--- config.mk ---
export PLATFORM = sky130hd
export DESIGN_NAME = sqvg_queue
export DESIGN_NICKNAME = d
export VERILOG_FILES = /design/src/rtl/sprite_quad_vertex_generator_defines.svh /design/src/rtl/sqvg_pkg.sv /design/src/rtl/sqvg_queue.sv
export SDC_FILE = /design/constraint.sdc
export NUM_CORES = 1
export LEC_CHECK = 0
export ABC_AREA = 0
export BUFFER_PORTS_ARGS = -buffer_cell sky130_fd_sc_hd__buf_2
export CORE_UTILIZATION = 55
export DETAILED_ROUTE_END_ITERATION = 10
export PLACE_DENSITY = 0.85
export SETUP_SLACK_MARGIN = 0.2
export SYNTH_ARGS = -nofsm -noshare
export SYNTH_HDL_FRONTEND = slang
export SYNTH_SLANG_ARGS = --single-unit
--- constraint.sdc ---
create_clock -name clk -period 2.4 [get_ports clk]
set_clock_uncertainty 0.1 [all_clocks]
set_input_delay 0.12 -clock clk [delete_from_list [all_inputs] [get_ports clk]]
set_output_delay 0.12 -clock clk [all_outputs]
set_load 0.02 [all_outputs]
--- src/rtl/sprite_quad_vertex_generator_defines.svh ---
// assertion macros for the sprite quad vertex generator
`ifndef SPRITE_QUAD_VERTEX_GENERATOR_DEFINES_SVH
`define SPRITE_QUAD_VERTEX_GENERATOR_DEFINES_SVH
`ifndef SYNTH
// antecedent implies consequent in the same cycle
`define SQVG_ASSERT_IMPLY(label, ante, cons) \
    label: assert property (@(posedge clk) disable iff (!rst_n) (ante) |-> (cons)) \
        else $error("sqvg assertion failed");
// antecedent implies consequent in the next cycle
`define SQVG_ASSERT_NEXT(label, ante, cons) \
    label: assert property (@(posedge clk) disable iff (!rst_n) (ante) |=> (cons)) \
        else $error("sqvg assertion failed");
`else
`define SQVG_ASSERT_IMPLY(label, ante, cons)
`define SQVG_ASSERT_NEXT(label, ante, cons)
`endif
`endif

--- src/rtl/sqvg_pkg.sv ---
// shared constants, types and tables of the sprite quad vertex generator
package sqvg_pkg;
    localparam int COORD_BITS_DEF = 24;
    localparam int ANGLE_BITS_DEF = 16;
    localparam int ORIGIN_W       = 16;
    localparam int ANGLE_W        = 16;
    localparam int TEX_W          = 16;
    localparam int TINT_W         = 32;
    localparam int CS_W           = 17;
    localparam int CORDIC_STEPS   = 16;
    localparam int CORDIC_W       = 34;
    localparam int Z_W            = 32;
    localparam int CORNER_W       = 2;
    localparam int QUEUE_DEPTH    = 4;

    localparam logic signed [CORDIC_W-1:0] CORDIC_GAIN = 34'sd652032874;
    localparam logic [CORNER_W-1:0] CORNER_LAST = 2'd3;

    localparam logic [1:0] QUAD_0 = 2'd0;
    localparam logic [1:0] QUAD_1 = 2'd1;
    localparam logic [1:0] QUAD_2 = 2'd2;
    localparam logic [1:0] QUAD_3 = 2'd3;

    typedef struct packed {
        logic full;
        logic empty;
    } q_status_t;

    function automatic logic [Z_W-1:0] atan_entry(input logic [3:0] idx);
        logic [Z_W-1:0] r;
        case (idx)
            4'd0:    r = 32'h20000000;
            4'd1:    r = 32'h12E4051E;
            4'd2:    r = 32'h09FB385B;
            4'd3:    r = 32'h051111D4;
            4'd4:    r = 32'h028B0D43;
            4'd5:    r = 32'h0145D7E1;
            4'd6:    r = 32'h00A2F61E;
            4'd7:    r = 32'h00517C55;
            4'd8:    r = 32'h0028BE53;
            4'd9:    r = 32'h00145F2F;
            4'd10:   r = 32'h000A2F98;
            4'd11:   r = 32'h000517CC;
            4'd12:   r = 32'h00028BE6;
            4'd13:   r = 32'h000145F3;
            4'd14:   r = 32'h0000A2FA;
            default: r = 32'h0000517D;
        endcase
        return r;
    endfunction
endpackage

--- src/rtl/sqvg_queue.sv ---
// small queue between the front and back ends
module sqvg_queue #(
    parameter int DATA_W = 8,
    parameter int DEPTH  = sqvg_pkg::QUEUE_DEPTH
) (
    input  logic                clk,
    input  logic                rst_n,
    input  logic                push,
    input  logic [DATA_W-1:0]   push_data,
    input  logic                pop,
    output logic [DATA_W-1:0]   head,
    output sqvg_pkg::q_status_t stat
);
    localparam int PW = $clog2(DEPTH);

    logic [DATA_W-1:0] mem [0:DEPTH-1];
    logic [PW-1:0]     wr_reg, rd_reg;
    logic [PW:0]       cnt_reg;

    assign stat.full  = cnt_reg == (PW+1)'(DEPTH);
    assign stat.empty = cnt_reg == '0;
    assign head       = mem[rd_reg];

    always_ff @(posedge clk or negedge rst_n)
    begin
        if (!rst_n)
        begin
            wr_reg  <= '0;
            rd_reg  <= '0;
            cnt_reg <= '0;
        end
        else
        begin
            if (push)
            begin
                wr_reg <= (wr_reg == PW'(DEPTH - 1)) ? '0 : wr_reg + 1'b1;
            end
            if (pop)
            begin
                rd_reg <= (rd_reg == PW'(DEPTH - 1)) ? '0 : rd_reg + 1'b1;
            end
            cnt_reg <= cnt_reg + (PW+1)'(push) - (PW+1)'(pop);
        end
    end

    always_ff @(posedge clk)
    begin
        if (push)
        begin
            mem[wr_reg] <= push_data;
        end
    end
endmodule

## Yosys cells after proc, flatten, opt, wreduce, memory -nomap -nowiden

Memory sizes are Yosys's and may differ from the RTL's.
Index checks and enable logic that the tools add are counted.

| operators by class | value |
|---|---|
| add/subtract/negate cells | 4 |
| equal/unequal tests | 3 |
| multiplexer cells | 4 |
| reduce and logical (&&, ||, !) cells | 1 |

Operators with widths:

| cell | count |
|---|---|
| 2-bit by 1-bit adder with 2-bit output (second input constant) | 2 |
| 2-bit equality test (second input constant) | 2 |
| 2-bit 2-to-1 mux | 2 |
| 3-bit by 1-bit adder with 3-bit output | 1 |
| 3-bit equality test (second input constant) | 1 |
| 3-bit zero test | 1 |
| 3-bit by 1-bit subtractor with 3-bit output | 1 |
| 1-bit 2-to-1 mux | 2 |

| storage, ports and cells | value |
|---|---|
| register bits | 7 |
| RAM bits | 32 |
| input port bits | 12 |
| output and inout port bits | 10 |
| memories | 1 |

Memories:

| memory | words | bits a word | rd ports | clocked after Yosys merged registers in | write ports | RTL line | text |
|---|---|---|---|---|---|---|---|
| mem | 4 | 8 | 1 | 0 | 1 | sqvg_queue.sv:16 | `logic [DATA_W-1:0] mem [0:DEPTH-1];` |

## Logic depth before layout (Yosys ltp)

| depth | value |
|---|---|
| depth after elaboration | 2 |
| mapped depth | 7 |
| mapped depth without buffers | 7 |

## Least setup slack after synthesis

No wires, ideal clock.

| path | value |
|---|---|
| path type | flip-flop to flip-flop |
| start | register cnt_reg[0] |
| end | register cnt_reg[2] |
| library setup time | 123 ps |
| arrival time | 1450 ps |
| data required time | 2177 ps |
| path slack | 727 ps |
| stages on the path, launching flop included | 8 |
| path buffers | 0 |
| cells stage by stage | dfrtp_1 -> inv_1 -> ha_1 -> inv_1 -> ha_1 -> fa_1 -> xnor2_1 -> xnor2_1 |

| on the way | value |
|---|---|
| longest elaborated chain between the ends | 2 |

RTL lines:

| element | RTL line | text |
|---|---|---|
| start: declaration | sqvg_queue.sv:18 | `logic [PW:0] cnt_reg;` |
| start signal: assignment | sqvg_queue.sv:42 | `cnt_reg <= cnt_reg + (PW+1)'(push) - (PW+1)'(pop);` |
| 3-bit by 1-bit adder with 3-bit output | sqvg_queue.sv:42 |  |
| 3-bit by 1-bit subtractor with 3-bit output | sqvg_queue.sv:42 |  |

Every way passes these cells.
A chain may end at the register's enable or synchronous reset.

## Final worst setup path

| path | value |
|---|---|
| start | register rd_reg[0] |
| end | output port head[0] |

| on the way | value |
|---|---|
| longest elaborated chain between the ends | 1 |

RTL lines:

| element | RTL line | text |
|---|---|---|
| start: declaration | sqvg_queue.sv:17 | `logic [PW-1:0] wr_reg, rd_reg;` |
| start signal: assignment | sqvg_queue.sv:40 | `rd_reg <= (rd_reg == PW'(DEPTH - 1)) ? '0 : rd_reg + 1'b1;` |
| memory read 4 x 8 bit | -- |  |
| end: declaration | sqvg_queue.sv:11 | `output logic [DATA_W-1:0] head,` |

Every way passes these cells.

==> flow_metrics.env <==
export IMPL_die_w_um=55.3
export IMPL_multi_input_area_um2=390
export IMPL_die_y_um=55.3
export IMPL_critPathKind="flop to output port"
export IMPL_synth_top_family_by_area="multiplexers"
export IMPL_clk_pin_slew_ns=0.11
export IMPL_wl_per_cell_um=17.2
export IMPL_cts_buffers_inserted=5
export IMPL_rows=18
export IMPL_synthSimpleGateAreaFrac=0.0336
export IMPL_dpl_hpwl_um=1720
export IMPL_leakagePower_uw=0.000726
export IMPL_syn_avg_cell_area_um2=20.1
export IMPL_antenna_found_initial=0
export IMPL_ant_nets=0
export IMPL_status="completed"
export IMPL_cts_sinks=39
export IMPL_area_growth_pct=19.5
export IMPL_regArea_mm2=0.00114
export IMPL_yosys_area_top_type="edfxtp_1"
export IMPL_grt_max_degree=12
export IMPL_critPathRequiredTime_ns=2.18
export IMPL_reg2reg_to="cnt_reg[2]$_DFF_PN0_"
export IMPL_tns_ns=0
export IMPL_synthMuxAreaShare=0.129
export IMPL_cts_resized=0
export IMPL_fin_hold_ws_ns=0.0411
export IMPL_io_buffer_count=21
export IMPL_drt_iter0_drc=23
export IMPL_synthAdderAreaFrac=0.0687
export IMPL_overflow=0
export IMPL_r2r_slack_ns=0.61
export IMPL_start_util=0.604
export IMPL_synth_compound_area_share=0.00639
export IMPL_start_kind="flop"
export IMPL_synth_cell_types=17
export IMPL_viasPerCell=5.33
export IMPL_synthCells=78
export IMPL_dieArea_mm2=0.00306
export IMPL_htreeDepth=2
export IMPL_fillCellCount=162
export IMPL_rr_startpoint="cnt_reg[0]$_DFF_PN0_"
export IMPL_synth_seq_cells=39
export IMPL_clockRootBuffer="clkbuf_4"
export IMPL_largest_reg_flops=32
export IMPL_gr_usage_all_layers=0.193
export IMPL_rsz0062_at_grt="no"
export IMPL_synth_xor_area_share=0.0112
export IMPL_crit_arrival_ns=1.83
export IMPL_tritoncts="yes"
export IMPL_max_slew_worst_pin_slew_ns=0.556
export IMPL_yosysWarnings=0
export IMPL_routed_wl_um=2520
export IMPL_dr_pass1_iters=4
export IMPL_yosys_area_top_type_share=0.614
export IMPL_fin_crit_ns=2.05
export IMPL_slew_violations=0
export IMPL_io_pins=22
export IMPL_gp_congestion=0.631
export IMPL_syn_area_mm2=0.00157
export IMPL_yosys_top_cells_area="edfxtp_1 (61%), mux4_2 (12%), dfrtp_1 (11%)"
export IMPL_vias=778
export IMPL_core_mm2=0.00259
export IMPL_hold_viol=0
export IMPL_drive_above_1_share=0.328
export IMPL_grt_pass1_vias=835
export IMPL_crit_path_end_kind="output port"
export IMPL_fin_crit_sh=0.854
export IMPL_synth_yosys_seq_area_share=0.726
export IMPL_clk_path_buf_depth=2
export IMPL_clk_latency_ns=0.34
export IMPL_grt_pass1_wl_um=4170
export IMPL_max_cap_violations=0
export IMPL_r2r_cells=7
export IMPL_drc=0
export IMPL_slew_headroom=0.629
export IMPL_max_freq_mhz=488
export IMPL_cp_max_fo=11
export IMPL_n_antenna_cell=0
export IMPL_final_nets=135
export IMPL_final_setup_viol_count=0
export IMPL_synth_nets=98
export IMPL_hp_class="primary input to async pin"
export IMPL_irDropWorstVdd_mv=0.792
export IMPL_p_per_area_mw_per_mm2=1100
[where the power goes]
part           switching, uW  internal, uW  total [uW]
registers                124           891        1020
clock network            204           172         377
logic                    348           326         674
[cells in the final DEF, fill, tap and decap left out, drive strengths merged]
| cell | instances |
|---|---|
| o21ai | 2 |
| fa | 1 |
| mux4 | 8 |
| ha | 7 |
| dfrtp | 7 |
| nand2 | 1 |
| and3 | 1 |
| or3b | 1 |
| dlygate4sd3 | 11 |
| clkbuf | 8 |
| nor3 | 1 |
| xnor2 | 2 |
| nor2 | 1 |
| and2 | 4 |
| mux2 | 2 |
| buf | 21 |
| inv | 6 |
| edfxtp | 32 |
[routing by layer]
metal  global-route usage  part of all wire  vias to the layer above  wire length [um]
met5                    0                 0                        -                 0
met1                0.215              0.40                      384              1020
met4                0.118             0.027                        0                68
met2                0.330              0.54                       15              1350
li1                     -                 -                      371                 -
met3               0.0492             0.031                        8                78
[logic make-up (layout without fill, tap and decap cells)]
group,count (synthesis),count (layout)
flip-flops,39,39
multiplexers,10,10
AND/OR/NAND/NOR,9,9
adder cells (fa/ha/maj),8,8
buffers and inverters,8,46
AO/OA/AOI/OAI,2,2
XOR/XNOR,2,2
[how the worst max path moves through the flow]
stage                                      from                   end  slack [ns]  cells past startpoint
after detailed placement   cnt_reg[0]$_DFF_PN0_  cnt_reg[2]$_DFF_PN0_        0.63                      7
after global placement     cnt_reg[0]$_DFF_PN0_  cnt_reg[2]$_DFF_PN0_        0.68                      7
after floorplan            cnt_reg[0]$_DFF_PN0_  cnt_reg[2]$_DFF_PN0_        0.73                      7
after global routing      rd_reg[0]$_DFFE_PN0P_               head[0]        0.22                      2
after CTS                 rd_reg[0]$_DFFE_PN0P_               head[0]        0.30                      2
final                     rd_reg[0]$_DFFE_PN0P_               head[0]        0.35                      2
[worst max-delay path: stages (launching register included)]
cell and delay, ns:
dfrtp_1 0.71, mux4_2 0.59, buf_2 0.18
[area by class of cell]
type                       instances  area share
inverter                           6      0.0120
clock buffer                       8      0.0368
sequential                        39       0.607
multi-input combinational         31       0.209
timing repair buffer              32       0.115
tap                               30      0.0201
[metrics by stage]
step	util	cells	setup slack [ns]	power, uW	instance area [um^2]
after floorplan	-	78	0.727	1520	1570
after global placement	0.653	127	0.682	1660	1690
after CTS	0.722	146	0.300	2090	1870
after detailed placement	0.653	127	0.626	1710	1690
after global routing	0.722	146	0.221	2190	1870
final	0.722	146	0.351	2070	1870
[what timing repair did]
action                                 in CTS  in global routing
hold buffers                               11                  0
endpoints found under the hold margin      43                  0
buffers inserted                            0                  0
[synthesized netlist by cell type (all sizes together)]
| cell type | count |
|---|---|
| or3b | 1 |
| nor3 | 1 |
| fa | 1 |
| and2 | 4 |
| nand2 | 1 |
| o21ai | 2 |
| and3 | 1 |
| mux2 | 2 |
| mux4 | 8 |
| dfrtp | 7 |
| edfxtp | 32 |
| xnor2 | 2 |
| ha | 7 |
| buf | 2 |
| inv | 6 |
| nor2 | 1 |
Note: power is estimated with default switching activity, not from simulation.
