### config.mk
export PLATFORM = sky130hd
export DESIGN_NAME = sqvg_front
export DESIGN_NICKNAME = d
export VERILOG_FILES = /design/src/rtl/sprite_quad_vertex_generator_defines.svh /design/src/rtl/sqvg_pkg.sv /design/src/rtl/sqvg_front.sv
export SDC_FILE = /design/constraint.sdc
export NUM_CORES = 1
export LEC_CHECK = 0
export BUFFER_PORTS_ARGS = -buffer_cell sky130_fd_sc_hd__buf_2
export CAP_MARGIN = 20
export CORE_MARGIN = 2
export CORE_UTILIZATION = 64
export DETAILED_ROUTE_END_ITERATION = 10
export MAX_ROUTING_LAYER = met4
export PLACE_DENSITY = 0.91
export SYNTH_ARGS = -nofsm -noshare
export SYNTH_HDL_FRONTEND = slang
export SYNTH_MEMORY_MAX_BITS = 65536
export SYNTH_SLANG_ARGS = --single-unit
### constraint.sdc
create_clock -name clk -period 10.65 [get_ports clk]
set_input_delay 1.065 -clock clk [delete_from_list [all_inputs] [get_ports clk]]
set_output_delay 1.065 -clock clk [all_outputs]
set_load 0.05 [all_outputs]
### src/rtl/sprite_quad_vertex_generator_defines.svh
// assertion macros for the sprite quad vertex generator
`ifndef SPRITE_QUAD_VERTEX_GENERATOR_DEFINES_SVH
`define SPRITE_QUAD_VERTEX_GENERATOR_DEFINES_SVH
`ifndef SYNTH
// antecedent implies consequent in the same cycle
`define SQVG_ASSERT_IMPLY(label, ante, cons) \
    label: assert property (@(posedge clk) disable iff (!rst_n) (ante) |-> (cons)) \
        else $error("sqvg assertion failed");
// antecedent implies consequent in the next cycle
`define SQVG_ASSERT_NEXT(label, ante, cons) \
    label: assert property (@(posedge clk) disable iff (!rst_n) (ante) |=> (cons)) \
        else $error("sqvg assertion failed");
`else
`define SQVG_ASSERT_IMPLY(label, ante, cons)
`define SQVG_ASSERT_NEXT(label, ante, cons)
`endif
`endif

### src/rtl/sqvg_pkg.sv
// shared constants, types and tables of the sprite quad vertex generator
package sqvg_pkg;
    localparam int COORD_BITS_DEF = 24;
    localparam int ANGLE_BITS_DEF = 16;
    localparam int ORIGIN_W       = 16;
    localparam int ANGLE_W        = 16;
    localparam int TEX_W          = 16;
    localparam int TINT_W         = 32;
    localparam int CS_W           = 17;
    localparam int CORDIC_STEPS   = 16;
    localparam int CORDIC_W       = 34;
    localparam int Z_W            = 32;
    localparam int CORNER_W       = 2;
    localparam int QUEUE_DEPTH    = 4;

    localparam logic signed [CORDIC_W-1:0] CORDIC_GAIN = 34'sd652032874;
    localparam logic [CORNER_W-1:0] CORNER_LAST = 2'd3;

    localparam logic [1:0] QUAD_0 = 2'd0;
    localparam logic [1:0] QUAD_1 = 2'd1;
    localparam logic [1:0] QUAD_2 = 2'd2;
    localparam logic [1:0] QUAD_3 = 2'd3;

    typedef struct packed {
        logic full;
        logic empty;
    } q_status_t;

    function automatic logic [Z_W-1:0] atan_entry(input logic [3:0] idx);
        logic [Z_W-1:0] r;
        case (idx)
            4'd0:    r = 32'h20000000;
            4'd1:    r = 32'h12E4051E;
            4'd2:    r = 32'h09FB385B;
            4'd3:    r = 32'h051111D4;
            4'd4:    r = 32'h028B0D43;
            4'd5:    r = 32'h0145D7E1;
            4'd6:    r = 32'h00A2F61E;
            4'd7:    r = 32'h00517C55;
            4'd8:    r = 32'h0028BE53;
            4'd9:    r = 32'h00145F2F;
            4'd10:   r = 32'h000A2F98;
            4'd11:   r = 32'h000517CC;
            4'd12:   r = 32'h00028BE6;
            4'd13:   r = 32'h000145F3;
            4'd14:   r = 32'h0000A2FA;
            default: r = 32'h0000517D;
        endcase
        return r;
    endfunction
endpackage

### src/rtl/sqvg_front.sv
// front end: sprite intake, pivot offsets and pipelined cordic sine/cosine
module sqvg_front #(
    parameter int COORD_BITS = sqvg_pkg::COORD_BITS_DEF,
    parameter int ANGLE_BITS = sqvg_pkg::ANGLE_BITS_DEF,
    parameter int IN_W       = 8,
    parameter int ENTRY_W    = 8
) (
    input  logic                      clk,
    input  logic                      rst_n,
    input  logic                      s_tvalid,
    output logic                      s_tready,
    input  logic [IN_W-1:0]           s_tdata,
    output logic                      q_push,
    output logic [ENTRY_W-1:0]        q_data,
    input  sqvg_pkg::q_status_t       q_stat
);
    localparam int C      = COORD_BITS;
    localparam int STEPS  = sqvg_pkg::CORDIC_STEPS;
    localparam int PROD_W = C + sqvg_pkg::ORIGIN_W;
    localparam int OX_W   = C + 3;
    localparam int TEX4_W = 4 * sqvg_pkg::TEX_W;
    localparam int PL_W   = 4 * C + 2 * PROD_W + TEX4_W + sqvg_pkg::TINT_W + 3;
    localparam int CW     = sqvg_pkg::CORDIC_W;
    localparam int ZW     = sqvg_pkg::Z_W;

    logic signed [C-1:0]                  px, py, w, h;
    logic signed [sqvg_pkg::ORIGIN_W-1:0] orx, ory;
    logic [sqvg_pkg::ANGLE_W-1:0]         ang;
    logic [TEX4_W-1:0]                    tex;
    logic [sqvg_pkg::TINT_W-1:0]          tint;
    logic signed [PROD_W-1:0]             prodx, prody;
    logic [31:0]                          phase;
    logic                                 advance;

    logic                 valid_reg [0:STEPS];
    logic signed [CW-1:0] x_reg     [0:STEPS];
    logic signed [CW-1:0] y_reg     [0:STEPS];
    logic signed [ZW-1:0] z_reg     [0:STEPS];
    logic [PL_W-1:0]      pl_reg    [0:STEPS];

    assign px   = s_tdata[C-1:0];
    assign py   = s_tdata[2*C-1:C];
    assign w    = s_tdata[3*C-1:2*C];
    assign h    = s_tdata[4*C-1:3*C];
    assign orx  = s_tdata[4*C+15:4*C];
    assign ory  = s_tdata[4*C+31:4*C+16];
    assign ang  = s_tdata[4*C+47:4*C+32];
    assign tex  = s_tdata[4*C+111:4*C+48];
    assign tint = s_tdata[4*C+143:4*C+112];

    assign prodx = PROD_W'(orx) * PROD_W'(w);
    assign prody = PROD_W'(ory) * PROD_W'(h);
    assign phase = 32'(({16'b0, ang} & 32'((64'd1 << ANGLE_BITS) - 64'd1))
                       << (32 - ANGLE_BITS));

    assign advance  = !(valid_reg[STEPS] && q_stat.full);
    assign s_tready = advance;
    assign q_push   = valid_reg[STEPS] && !q_stat.full;

    // valid bits of stage 0 and of every cordic stage
    always_ff @(posedge clk or negedge rst_n)
    begin
        if (!rst_n)
        begin
            for (int i = 0; i <= STEPS; i++)
            begin
                valid_reg[i] <= 1'b0;
            end
        end
        else if (advance)
        begin
            valid_reg[0] <= s_tvalid;
            for (int i = 0; i < STEPS; i++)
            begin
                valid_reg[i+1] <= valid_reg[i];
            end
        end
    end

    // stage 0 registers the sprite, offset products and phase,
    // then one cordic rotation per stage
    always_ff @(posedge clk)
    begin
        if (advance)
        begin
            x_reg[0]  <= sqvg_pkg::CORDIC_GAIN;
            y_reg[0]  <= '0;
            z_reg[0]  <= {2'b00, phase[29:0]};
            pl_reg[0] <= {phase[29:0] == 30'd0, phase[31:30], tint, tex,
                          prody, prodx, h, w, py, px};
            for (int i = 0; i < STEPS; i++)
            begin
                if (z_reg[i][ZW-1])
                begin
                    x_reg[i+1] <= x_reg[i] + (y_reg[i] >>> i);
                    y_reg[i+1] <= y_reg[i] - (x_reg[i] >>> i);
                    z_reg[i+1] <= z_reg[i] + signed'(sqvg_pkg::atan_entry(4'(i)));
                end
                else
                begin
                    x_reg[i+1] <= x_reg[i] - (y_reg[i] >>> i);
                    y_reg[i+1] <= y_reg[i] + (x_reg[i] >>> i);
                    z_reg[i+1] <= z_reg[i] - signed'(sqvg_pkg::atan_entry(4'(i)));
                end
                pl_reg[i+1] <= pl_reg[i];
            end
        end
    end

    // final rounding, quadrant fold and offset rounding
    logic [PL_W-1:0]           plf;
    logic signed [CW-1:0]      cr, sr;
    logic signed [sqvg_pkg::CS_W-1:0] cb, sb, cq, sq;
    logic signed [PROD_W-1:0]  pfx, pfy, rfx, rfy;
    logic signed [OX_W-1:0]    ox, oy;
    logic [1:0]                quad;
    logic                      zero_rem;

    assign plf      = pl_reg[STEPS];
    assign pfx      = plf[4*C+PROD_W-1:4*C];
    assign pfy      = plf[4*C+2*PROD_W-1:4*C+PROD_W];
    assign quad     = plf[PL_W-2:PL_W-3];
    assign zero_rem = plf[PL_W-1];
    assign cr       = (x_reg[STEPS] + CW'(16384)) >>> 15;
    assign sr       = (y_reg[STEPS] + CW'(16384)) >>> 15;
    assign rfx      = (pfx + PROD_W'(8192)) >>> 14;
    assign rfy      = (pfy + PROD_W'(8192)) >>> 14;
    assign ox       = -OX_W'(rfx);
    assign oy       = -OX_W'(rfy);

    always_comb
    begin
        if (zero_rem)
        begin
            cb = 17'sd32768;
            sb = '0;
        end
        else
        begin
            cb = cr < 0 ? '0 : (cr > CW'(32768) ? 17'sd32768 : sqvg_pkg::CS_W'(cr));
            sb = sr < 0 ? '0 : (sr > CW'(32768) ? 17'sd32768 : sqvg_pkg::CS_W'(sr));
        end
        unique case (quad)
            sqvg_pkg::QUAD_0: begin cq = cb;  sq = sb;  end
            sqvg_pkg::QUAD_1: begin cq = -sb; sq = cb;  end
            sqvg_pkg::QUAD_2: begin cq = -cb; sq = -sb; end
            default:          begin cq = sb;  sq = -cb; end
        endcase
    end

    assign q_data = {plf[4*C+2*PROD_W+TEX4_W+sqvg_pkg::TINT_W-1:4*C+2*PROD_W],
                     sq, cq, oy, ox, plf[4*C-1:0]};
endmodule

; ---- Yosys cells after proc, flatten, opt, wreduce, memory -nomap -nowiden
; Memory sizes are Yosys's and may differ from the RTL's.
; Index checks and enable logic that the tools add are counted.
[totals]
mem_bits_rw = 4675
register_bits = 17
in_bits = 13
memories = 1
[op_classes]
reduce_logical = 4
n_mux = 1
[mem_list]
columns = name, depth, width, read_ports, rd_ports_with_merged_regs, wr, line_no
row1 = pl_reg, 17, 275, 17, 0, 17, sqvg_front.sv:39  ; logic [PL_W-1:0] pl_reg [0:STEPS];
[op_table]
columns = cell, count
row1 = logical AND 1 bit, 2
row2 = zero test 1 bit, 2
row3 = 2-to-1 mux 1 bit, 1

; ---- Depth between registers and ports, before layout
; Gate-level depths: netlist (run 1).
[depth]
word_depth = 2
depth_mapped = 3
ltp_nobuf = 2

; ---- Least setup slack after synthesis (run 1)
; No wires, ideal clock.
[synth_timing]
kind = input to register
startpoint = input q_stat[1] (netlist bit)
endpoint = memory pl_reg[0][0] (netlist bit) (enable)
t_arrival_ps = 3924
path_buffers = 0
path_slack_ps = 6226
setup_time_ps = 500
path_stages = 1
cell_sequence = nand2_1
[synth_rtl]
columns = item, line_no
row1 = "start, declared", sqvg_front.sv:15  ; input sqvg_pkg::q_status_t q_stat
row2 = "end, declared", sqvg_front.sv:39

; ---- Worst setup path in the final report (run 1)
[layout_timing]
startpoint = input q_stat[1] (netlist bit)
endpoint = output s_tready
[layout_via]
elab_chain_len = 2
[layout_lines]
columns = item, line_no
row1 = logical AND 1 bit, sqvg_front.sv:56  ; assign advance = !(valid_reg[STEPS] && q_stat.full);
row2 = zero test 1 bit, sqvg_front.sv:56
row3 = "end, declared", sqvg_front.sv:11  ; output logic s_tready,
; No other way between the ends.

==> results of run 1 <==
==> routing by layer <==
layer	vias up	track usage [%]	share of wire [%]
li1	772	-	-
met1	844	19.4	42
met2	35	24.4	53
met3	7	6.51	3.6
met4	0	8.33	1.5
met5	-	-	0
==> critical path: cells and delay by family <==
kind / cells / cell delay (ns)
buffers and inverters: 2 / 0.46
AND/OR/NAND/NOR: 1 / 0.23
==> metrics by stage <==
step	total power [mW]	hold WS [ns]	util [%]
after floorplan	1.20	0.400	-
after global placement	1.21	0.406	68.5
after detailed placement	1.23	0.405	68.5
after CTS	1.92	0.414	77.6
after global routing	1.98	0.423	78.0
final	1.91	0.414	78.0
==> cell families (layout without fill, tap and decap cells) <==
logic type | count (synthesis) | count (layout) | share of synthesized area, %
buf+inv | 9 | 55 | 1.48
flops | 153 | 153 | 93.5
mux | 16 | 16 | 4.36
simple gates | 4 | 4 | 0.623
==> layout by cell type, fill, tap and decap left out, types with 3 or more instances in the layout <==
| master | count |
|---|---|
| bufinv_16 | 6 |
| edfxtp_1 | 136 |
| clkbuf_16 | 16 |
| clkbuf_8 | 3 |
| buf_2 | 21 |
| dfrtp_1 | 17 |
| mux2_2 | 8 |
| mux2_4 | 8 |
==> how the worst max path moves through the flow <==
stage	slack [ns]	cells after the start	start	end
after global routing	7.79	3	q_stat[1]	s_tready
after floorplan	6.23	1	q_stat[1]	pl_reg[0][0]
after global placement	7.72	3	q_stat[1]	pl_reg[0][3]
final	7.82	3	q_stat[1]	s_tready
after detailed placement	7.64	3	q_stat[1]	pl_reg[0][550]
after CTS	7.82	3	q_stat[1]	s_tready
==> final cells by class <==
class	count	area, um^2
clock buffer	21	449
clock inverter	11	218
sequential	153	4510
tap	99	124
fill	390	1600
timing repair buffer	23	140
multi-input combinational	20	248
==> report_power, final <==
| group | internal (mW) | switching, mW | leakage [nW] |
|---|---|---|---|
| sequential | 0.966 | 0.0858 | 1.56 |
| combinational | 0.0620 | 0.126 | 0.224 |
| clock | 0.441 | 0.225 | 0.319 |
==> flow_metrics.env, run 1 <==
export IMPL_hold_end="pl_reg[0][2476]"
export IMPL_synth_edf_count=136
export IMPL_wl_per_cell_um=18.4
export IMPL_placed_area_mm2=0.00499
export IMPL_cts_tree="done"
export IMPL_layout_drive_gt1_share_pct=31.1
export IMPL_grt_max_degree=102
export IMPL_cts_resized_gates=0
export IMPL_holdPathStages=0
export IMPL_min_from="pl_reg[0][2201]"
export IMPL_root_buffer="clkbuf_8"
export IMPL_setup_tns_ns=0
export IMPL_post_cts_setup_buffers=0
export IMPL_cp_start_kind="input pin"
export IMPL_antenna_found_initial=0
export IMPL_cts_clk_slew_worst_paths_ns=0.06
export IMPL_drtPass1Iterations=4
export IMPL_finalClockSkew_ns=0.00688
export IMPL_endpoint_kind="primary output"
export IMPL_synth_area_mm2=0.00482
export IMPL_worst_path_largest_cell_delay_ns=0.33
export IMPL_cp_slowest_cell="buf_2"
export IMPL_leakage_nw=2.11
export IMPL_yosysTopAreaCellShare_pct=84.7
export IMPL_largest_reg_flops=136
export IMPL_slew_violations=0
export IMPL_syn_to_final_growth_pct=18.0
export IMPL_pwr_density_cell_mw_per_mm2=335
export IMPL_cts_buffers=17
export IMPL_synth_most_common_cell="edfxtp_1"
export IMPL_preCtsSetupSlack_ns=7.64
export IMPL_post_route_period_util_pct=26.6
export IMPL_overflow=0
export IMPL_path_class="input pin to primary output"
export IMPL_vias_per_cell=5.07
export IMPL_cap_violations=0
export IMPL_synthTopCellsByArea="edfxtp_1 85%, dfrtp_1 8.8%, mux2_4 2.5%"
export IMPL_worst_pin_slew_ns=0.451
export IMPL_reg2reg_depth=3
export IMPL_yosys_warnings=0
export IMPL_netlist_top_cells_count="136 x edfxtp_1, 17 x dfrtp_1, 8 x buf_4, 8 x mux2_2, 8 x mux2_4"
export IMPL_drc=0
export IMPL_dieArea_mm2=0.00824
export IMPL_hp_class="flop to flop"
export IMPL_clk_path_buf_depth=2
export IMPL_stdcell_count=327
export IMPL_fp_dieW_um=90.8
export IMPL_r2r_setup_slack_ns=8.68
export IMPL_cts_sinks=153
export IMPL_final_antenna_net_count=0
export IMPL_yosysSeqAreaShare_pct=93.5
export IMPL_num_rows=31
export IMPL_diodes=0
export IMPL_hpwl_um=2530
export IMPL_fin_area_mm2=0.00569
export IMPL_rsz0062_at_grt="no"
export IMPL_grt_pass1_vias=1725
export IMPL_worst_slack_ns=7.82
export IMPL_rr_endpoint="pl_reg[0][1106]"
export IMPL_worstPathCellList="buf_2 -> nand2_4 -> buf_2"
export IMPL_cpMostUsedCell="buf_2"
export IMPL_grt_pass1_wl_um=8990
export IMPL_outcome="finished, final reports clean"
export IMPL_hold_viol_final=0
export IMPL_dp_cells=294
export IMPL_io_buffer_count=21
export IMPL_rr_startpoint="valid_reg[0]"
export IMPL_start_util_pct=66.1
export IMPL_die_y_um=90.8
export IMPL_synth_async_sr_flop_share_pct=11.1
export IMPL_htreeDepth=4
export IMPL_layout_min_cycle_time_ns=2.83
export IMPL_syn_inst=182
export IMPL_synth_ff_type="edfxtp_1"
export IMPL_grt_use_total_pct=16.3
export IMPL_vias=1658
export IMPL_path_max_fanout=18
export IMPL_required_ns=9.59
export IMPL_setup_viol=0
export IMPL_yosys_area_top_type="edfxtp_1"
export IMPL_core_mm2=0.00729
export IMPL_io_pins=23
export IMPL_vdd_ir_drop_max_mv=0.216
export IMPL_finalNetCount=228
export IMPL_wirelength_um=6000
export IMPL_relSlewSlack_pct=69.9
export IMPL_ys_seq_elements=153
export IMPL_clock_fmax_mhz=353
export IMPL_synth_cell_type_count=10
export IMPL_syn_num_nets=195
export IMPL_gp_congestion=0.589
export IMPL_drt_iter0_drc=148
export IMPL_worstPathArrival_ns=1.76
export IMPL_avgSynthCellArea_um2=26.5
export IMPL_cts_hold_buf=0
export IMPL_clock_latency_ns=0.51
No activity file was read; power rests on OpenSTA's default activity.
==> run 2: changes to the inputs <==
--- a/config.mk
+++ b/config.mk
@@ -8,10 +8,10 @@
 export BUFFER_PORTS_ARGS = -buffer_cell sky130_fd_sc_hd__buf_2
 export CAP_MARGIN = 20
 export CORE_MARGIN = 2
-export CORE_UTILIZATION = 64
+export CORE_UTILIZATION = 59
 export DETAILED_ROUTE_END_ITERATION = 10
 export MAX_ROUTING_LAYER = met4
-export PLACE_DENSITY = 0.91
+export PLACE_DENSITY = 0.85
 export SYNTH_ARGS = -nofsm -noshare
 export SYNTH_HDL_FRONTEND = slang
 export SYNTH_MEMORY_MAX_BITS = 65536
==> constraint.sdc (replaced) <==
create_clock -name clk -period 2.86 [get_ports clk]
set_input_delay 0.286 -clock clk [delete_from_list [all_inputs] [get_ports clk]]
set_output_delay 0.286 -clock clk [all_outputs]
set_load 0.05 [all_outputs]
==> flow_metrics.env, run 2 (synthesis gave the netlist of run 1 again) <==
export IMPL_clk_path_buf_depth=2
export IMPL_root_buffer="clkbuf_8"
export IMPL_path_class="flop to primary output"
export IMPL_layout_min_cycle_time_ns=1.86
export IMPL_drt_iter0_drc=122
export IMPL_worst_path_largest_cell_delay_ns=0.47
export IMPL_vias=1678
export IMPL_die_y_um=94.4
export IMPL_core_mm2=0.00781
export IMPL_layout_drive_gt1_share_pct=27.1
export IMPL_worst_pin_slew_ns=0.972
export IMPL_hp_class="input pin to asynchronous set/reset pin"
export IMPL_io_buffer_count=21
export IMPL_cp_start_kind="flop"
export IMPL_antenna_found_initial=0
export IMPL_cap_violations=0
export IMPL_start_util_pct=61.7
export IMPL_relSlewSlack_pct=35.2
export IMPL_finalNetCount=236
export IMPL_endpoint_kind="primary output"
export IMPL_worstPathArrival_ns=1.57
export IMPL_htreeDepth=4
export IMPL_cts_clk_slew_worst_paths_ns=0.06
export IMPL_crit_family="flip-flops"
export IMPL_n_fill_cell=425
export IMPL_setup_viol=0
export IMPL_final_cell_mix="136 x edfxtp_1, 21 x buf_2, 17 x dfrtp_1, 16 x clkbuf_16, 10 x dlygate4sd3_1"
export IMPL_setup_tns_ns=0
export IMPL_cp_slowest_cell="dfrtp_1"
export IMPL_largest_reg_flops=136
export IMPL_gp_congestion=0.569
export IMPL_leakage_nw=2.07
export IMPL_post_route_period_util_pct=64.9
export IMPL_placed_area_mm2=0.00500
export IMPL_cts_buffers=17
export IMPL_drc=0
export IMPL_finalClockSkew_ns=0.00616
export IMPL_diodes=0
export IMPL_pwr_density_cell_mw_per_mm2=1170
export IMPL_cts_sinks=153
export IMPL_seq_area_mm2=0.00451
export IMPL_grt_pass1_vias=1679
export IMPL_hpwl_um=2480
export IMPL_vias_per_cell=4.96
export IMPL_final_antenna_net_count=0
export IMPL_outcome="finished, final reports clean"
export IMPL_vdd_ir_drop_max_mv=0.757
export IMPL_drtPass1Iterations=4
export IMPL_hold_viol_final=0
export IMPL_clock_fmax_mhz=539
export IMPL_fp_dieW_um=94.4
export IMPL_grt_pass1_wl_um=8220
export IMPL_slew_violations=0
export IMPL_required_ns=2.57
export IMPL_grt_max_degree=137
export IMPL_r2r_setup_slack_ns=1.22
export IMPL_worstPathCellList="nand2_4 -> buf_2"
export IMPL_dieArea_mm2=0.00891
export IMPL_path_max_fanout=18
export IMPL_cts_tree="done"
export IMPL_rsz0062_at_grt="no"
export IMPL_multi_input_area_um2=256
export IMPL_syn_to_final_growth_pct=16.9
export IMPL_num_rows=32
export IMPL_grt_use_total_pct=13.9
export IMPL_fin_area_mm2=0.00563
export IMPL_clock_latency_ns=0.50
export IMPL_mostFrequentLayoutCell="edfxtp_1"
export IMPL_wl_per_cell_um=15.9
export IMPL_crit_buf_inv=1
export IMPL_overflow=0
export IMPL_io_pins=23
export IMPL_wirelength_um=5390
==> run 2: changes by cell type in the layout (fill, tap and decap cells not counted), sizes merged <==
cell	change
buf	-2
inv	-1
clkbuf	+1
bufinv	-4
dlygate4sd3	+10
clkinv	+4
==> run 2: final timing paths <==
kind	from	to	depth (start not counted)
hold / removal	rst_n	valid_reg[0]	2
max in group asynchronous	rst_n	valid_reg[6]	2
setup reg to reg	valid_reg[0]	pl_reg[0][3032]	1
hold reg to reg	pl_reg[0][1103]	pl_reg[0][1378]	0
min in group clk	q_stat[1]	valid_reg[0]	3
setup / recovery	valid_reg[0]	s_tready	2
==> run 2: cell type report <==
type,count,share of cell area (%)
multi-input combinational,20,4.55
clock inverter,10,1.82
timing repair buffer,31,3.64
sequential,153,80.0
clock buffer,22,7.68
tap,102,2.27
==> run 2: repair_timing <==
item / 4_1_cts / 5_1_grt
gates resized for setup: 0 / 0
hold buffers: 10 / 0
buffers inserted: 0 / 0
endpoints found under the hold margin: 26 / 0
==> run 2: through the flow <==
| stage | setup slack [ns] | utilization [%] | cells | hold WS (ns) | power, mW |
|---|---|---|---|---|---|
| finish | 1.00 | 72.2 | 338 | 0.240 | 6.57 |
| global route | 0.933 | 72.2 | 338 | 0.261 | 6.84 |
| CTS | 0.969 | 72.2 | 338 | 0.222 | 6.65 |
| detailed placement | 1.25 | 64.0 | 296 | 0.227 | 4.60 |
| global placement | 1.29 | 64.0 | 296 | 0.200 | 4.49 |
| floorplan | 0.371 | - | 182 | -0.00959 | 4.42 |
==> run 2: metal layers <==
| metal | global-route usage, % | vias up | share of wire (%) |
|---|---|---|---|
| met1 | 16.9 | 842 | 45 |
| met3 | 5.51 | 8 | 4.2 |
| li1 | - | 791 | - |
| met5 | - | - | 0 |
| met4 | 7.61 | 0 | 1.4 |
| met2 | 20.4 | 37 | 50 |
==> run 2: power breakdown <==
part	leakage [nW]	total, mW	switching (mW)	internal [mW]
Sequential	1.56	3.90	0.293	3.61
Clock	0.258	1.99	0.767	1.23
Combinational	0.247	0.679	0.462	0.217
